===== config.mk =====
export PLATFORM = sky130hd
export DESIGN_NAME = qvr_round_sat
export DESIGN_NICKNAME = d
export VERILOG_FILES = /design/src/hw/rtl/qvr_pkg.sv /design/src/hw/rtl/qvr_round_sat.sv
export SDC_FILE = /design/constraint.sdc
export NUM_CORES = 1
export LEC_CHECK = 0
export BUFFER_PORTS_ARGS = -buffer_cell sky130_fd_sc_hd__buf_2
export CAP_MARGIN = 10
export CORE_ASPECT_RATIO = 0.8
export CORE_MARGIN = 4
export CORE_UTILIZATION = 25
export DETAILED_ROUTE_END_ITERATION = 7
export PLACE_DENSITY = 0.56
export SYNTH_ARGS = -nofsm -noshare
export SYNTH_HDL_FRONTEND = slang
export SYNTH_SLANG_ARGS = --single-unit

===== constraint.sdc =====
create_clock -name clk -period 3.5 [get_ports clk]
set_input_delay 0.35 -clock clk [delete_from_list [all_inputs] [get_ports clk]]
set_output_delay 0.35 -clock clk [all_outputs]
set_load 0.005 [all_outputs]

===== src/hw/rtl/qvr_pkg.sv =====
`timescale 1ns / 1ps
// Shared types and widths for the quaternion vector rotation pipeline.
// No dependencies; every other file in this block imports it.
package qvr_pkg;

  // Field widths: Q2.14 quaternion parts and integer vector components
  localparam int QW = 16;
  localparam int VW = 16;
  // First product stage: 16x16 products and the three-term sums of conj(q)*v
  localparam int P1W = QW + VW;
  localparam int TW  = P1W + 1;
  // Second product stage: t*q products and their four-term sums
  localparam int P2W = TW + QW;
  localparam int RW  = P2W + 2;
  // Fraction bits of the final sums (2^14 * 2^14)
  localparam int FRAC_TOTAL = 28;
  // Configuration port
  localparam int CFG_IDX_W  = 2;
  localparam int CFG_DATA_W = QW;
  localparam logic signed [QW-1:0] QUAT_W_RESET = 16'sd16384;

  typedef enum logic [CFG_IDX_W-1:0] {
    REG_QUAT_X = 2'd0,
    REG_QUAT_Y = 2'd1,
    REG_QUAT_Z = 2'd2,
    REG_QUAT_W = 2'd3
  } cfg_reg_t;

  typedef struct packed {
    logic signed [QW-1:0] x;
    logic signed [QW-1:0] y;
    logic signed [QW-1:0] z;
    logic signed [QW-1:0] w;
  } quat_t;

  typedef struct packed {
    logic signed [VW-1:0] vec_x;
    logic signed [VW-1:0] vec_y;
    logic signed [VW-1:0] vec_z;
  } vec_t;

  typedef struct packed {
    logic signed [VW-1:0] rot_x;
    logic signed [VW-1:0] rot_y;
    logic signed [VW-1:0] rot_z;
    logic                 clipped;
  } rot_t;

  // Intermediate quaternion t = conj(q) * (v, 0), scale 2^14
  typedef struct packed {
    logic signed [TW-1:0] x;
    logic signed [TW-1:0] y;
    logic signed [TW-1:0] z;
    logic signed [TW-1:0] w;
  } tquat_t;

  // Unrounded vector part of t * q, scale 2^28
  typedef struct packed {
    logic signed [RW-1:0] x;
    logic signed [RW-1:0] y;
    logic signed [RW-1:0] z;
  } rsum_t;

endpackage


===== src/hw/rtl/qvr_round_sat.sv =====
`timescale 1ns / 1ps
// Output stage: round each sum to nearest (ties upward), saturate to 16 bits.
// Depends on qvr_pkg.
module qvr_round_sat
  import qvr_pkg::*;
(
  input  logic  clk,
  input  logic  rst,
  input  logic  r_valid,
  output logic  r_stall,
  input  rsum_t r,
  output logic  rot_valid,
  input  logic  rot_stall,
  output rot_t  rot
);

  localparam int RDW = RW + 1 - FRAC_TOTAL;
  localparam logic signed [RW:0]    RND_HALF = (RW + 1)'(1) << (FRAC_TOTAL - 1);
  localparam logic signed [RDW-1:0] SAT_HI   = RDW'(32'sd32767);
  localparam logic signed [RDW-1:0] SAT_LO   = RDW'(-32'sd32768);

  logic                 adv;
  logic                 clip_x;
  logic                 clip_y;
  logic                 clip_z;
  logic signed [VW-1:0] sat_x;
  logic signed [VW-1:0] sat_y;
  logic signed [VW-1:0] sat_z;

  // Add half, floor by dropping the fraction, then clamp
  function automatic logic [VW:0] round_sat(input logic signed [RW-1:0] s);
    logic signed [RW:0]    biased;
    logic signed [RDW-1:0] whole;
    logic [VW:0]           res;
    biased = (RW + 1)'(s) + RND_HALF;
    whole  = $signed(biased[RW:FRAC_TOTAL]);
    if (whole > SAT_HI) begin
      res = {1'b1, SAT_HI[VW-1:0]};
    end else if (whole < SAT_LO) begin
      res = {1'b1, SAT_LO[VW-1:0]};
    end else begin
      res = {1'b0, whole[VW-1:0]};
    end
    return res;
  endfunction

  assign {clip_x, sat_x} = round_sat(r.x);
  assign {clip_y, sat_y} = round_sat(r.y);
  assign {clip_z, sat_z} = round_sat(r.z);

  assign adv     = !rot_valid || !rot_stall;
  assign r_stall = !adv;

  // Stage five: output register, held while the receiver stalls
  always_ff @(posedge clk) begin
    if (rst) begin
      rot_valid <= 1'b0;
    end else if (adv) begin
      rot_valid <= r_valid;
    end
    if (adv && r_valid) begin
      rot.rot_x   <= sat_x;
      rot.rot_y   <= sat_y;
      rot.rot_z   <= sat_z;
      rot.clipped <= clip_x | clip_y | clip_z;
    end
  end

endmodule


==> metrics <==
pwr/cell area=344.6 mW/mm²; # resized after CTS=0; final wirelength=9.483 mm; num rows=38; R2R depth=3; CTS tree=done; worst rel slew slack=40.76%; top-area cell type share of the netlist area=42.86%; reg2reg start=rot_valid; Mapped Area=0.003433 mm²; # port buffers=126; Slew Limit Fails=0; Max Root-Sink Buffers=2; Synthesis Warnings=0; antenna violations before repair=0; Finish-stage setup viols=0; final worst setup slack=0.8173 ns; Nets=638; Final Wtd Congestion=0.9309; clk slew on worst S/H paths=0.07 ns; number of max-cap violations=0; CTS root buffer=clkbuf_16; worst reg2reg setup slack=2.01 ns; Fmax=372.8 MHz; CP Class=in -> reg; top post-synthesis cells by area=edfxtp_1 43%, xor2_1 6.9%, xnor2_1 5.9%; fillcell total=1435; FF+latch count, synth=50; CP endpoint kind=register; leakage=0.001626 µW; FF/Latch Area=0.001491 mm²; # IOs=208; Placeable Area=0.01350 mm²; critical path data required time=3.51 ns; DRC=0; Post-Place Worst Slack=0.5009 ns; cts hold-fix bufs=0; min cycle time layout=2.683 ns; final hold vios=0; post-synthesis cell count=349; post-synthesis sequential area ratio=43.44%; CP Launch Type=primary input; CP arrival=2.69 ns; ANT cells=0; postcts setup bufs=0; cells traversed along the worst timing path=buf_2 > ha_1 > nand3_1 > or3_1 > a2111oi_1 > o21bai_1 > a221o_1 > nand2_1 > o21ai_0; class of the worst hold path=in -> reg; commonest cells after routing, fill and taps aside=126 x buf_2, 49 x edfxtp_1, 35 x o21ai_0; final worst path period share=76.65%; Chip Width=139.0 µm; Worst Path Max Fanout=14; slowest stage delay, CP=0.44 ns; most common cell after layout, fill and taps aside=buf_2; hold slack=0.2015 ns; multi-input logic area=0.001856 mm²; DR iter-0 viols=161; Avg WL per Cell=14.39 µm; ys async rst share=0%; vias=3188; ys flop type=edfxtp_1; Avg Cell Area, Syn=9.838 µm²; Die Y=112.8 µm; status=complete, no violations; Distinct cells, synth=56; RSZ-0062 raised after global routing=no; Post-Syn Nets=509; DP Wirelength=7.638 mm; clock skew=0.007658 ns; Num CTS Buffers=5; H-Tree Depth=2; Post-synth EDFFs=49; CP startpoint=r[78]; drt pass-1 iters=4; setup TNS=0 ns; area leader, netlist=edfxtp_1; Starting Density=25.43%; grt ovf=0; clock sinks=50; GRT Total Usage=11.83%; Layout area overhead=29.48%; Die Area=0.01568 mm²; latest clock arrival within the worst-skew pair=0.30 ns; Slew @ Worst Pin=0.8886 ns; antenna viol nets, final=0; VDD IR max=0.2145 mV; largest net degree at the start of global routing=50; Reg2Reg Capture Point=rot[16]; CP max stage cell=or3_1; first-pass GRT wire length=15.14 mm; layout cells sized above 1=34.03%; vias in the first global route=3111; worst setup path endpoint=rot[18]; vias per cell=4.838
==> layer usage <==
metal | vias up | wire length, µm | track usage [%]
met2 | 93 | 4315 | 19.06
met5 | - | 0 | 0
met4 | 0 | 122 | 4.107
li1 | 1577 | - | -
met3 | 8 | 519 | 3.084
met1 | 1510 | 4526 | 15.51
==> layout make-up <==
cell class | instances | area share, %
clock buffer | 6 | 2.899
clock inverter | 2 | 0.8725
inverter | 8 | 0.6755
multi-input combinational | 281 | 41.74
sequential | 50 | 33.55
tap | 180 | 5.066
timing repair buffer | 132 | 15.20
==> sequential cells by signal (all words and copies together) (netlist names) <==
register / flops
rot_valid: 1
rot: 49
==> cells by family (layout without fill, tap and decap cells) <==
family,after synthesis,in the layout,synth area share (%)
flops,50,50,43.44
buf+inv,18,148,2.733
mux,3,3,0.8747
fa+ha+maj,3,3,1.093
xor+xnor,50,50,12.76
compound gates,77,77,15.53
simple gates,148,148,23.58
==> how the worst min path moves through the flow <==
stage,from,to,slack [ns],cells after the start
2_1_floorplan,rst,rot_valid,0.42,1
3_3_place_gp,rst,rot_valid,0.51,2
3_5_place_dp,rst,rot_valid,0.52,2
4_1_cts,rst,rot_valid,0.19,2
5_1_grt,rst,rot_valid,0.19,2
6_report,rst,rot_valid,0.20,2
==> report_power, final <==
group          switching [µW]  internal (µW)
sequential               10.4            703
clock                     216            339
combinational             153            110
total                     380           1150
==> Yosys cell counts, types with 2 or more instances <==
cell type / n
edfxtp_1: 49
o21ai_0: 35
nand2_1: 29
nand3_1: 28
xor2_1: 27
xnor2_1: 23
nor2_1: 22
and3_1: 17
nand4_1: 14
nor3_1: 10
o21ai_2: 10
inv_1: 8
clkbuf_1: 5
a211oi_1: 4
a31oi_1: 4
nor3b_1: 4
a21oi_1: 3
ha_1: 3
mux2i_1: 3
nor2b_1: 3
a211o_1: 2
a31o_2: 2
and2_1: 2
buf_2: 2
buf_4: 2
nand2b_1: 2
nor3_2: 2
nor4_1: 2
nor4b_1: 2
o21a_1: 2
o31a_1: 2
or2_2: 2
==> worst max-delay path: cells and delay by family <==
family | cells | cell delay, ns
AO/OA/AOI/OAI | 4 | 1.09
AND/OR/NAND/NOR | 3 | 0.92
buffers and inverters | 1 | 0.10
adder cells (fa/ha/maj) | 1 | 0.22
==> stage by stage <==
stage	total power (µW)	cells	utilization, %	instance area, µm²
after floorplan	848.9	349	-	3433
final	1532	659	32.92	4446
after detailed placement	992.0	651	31.68	4278
after global routing	1616	659	32.92	4446
after CTS	1559	659	32.92	4446
after global placement	988.5	651	31.68	4278
Power figures use the tool's default switching activity.
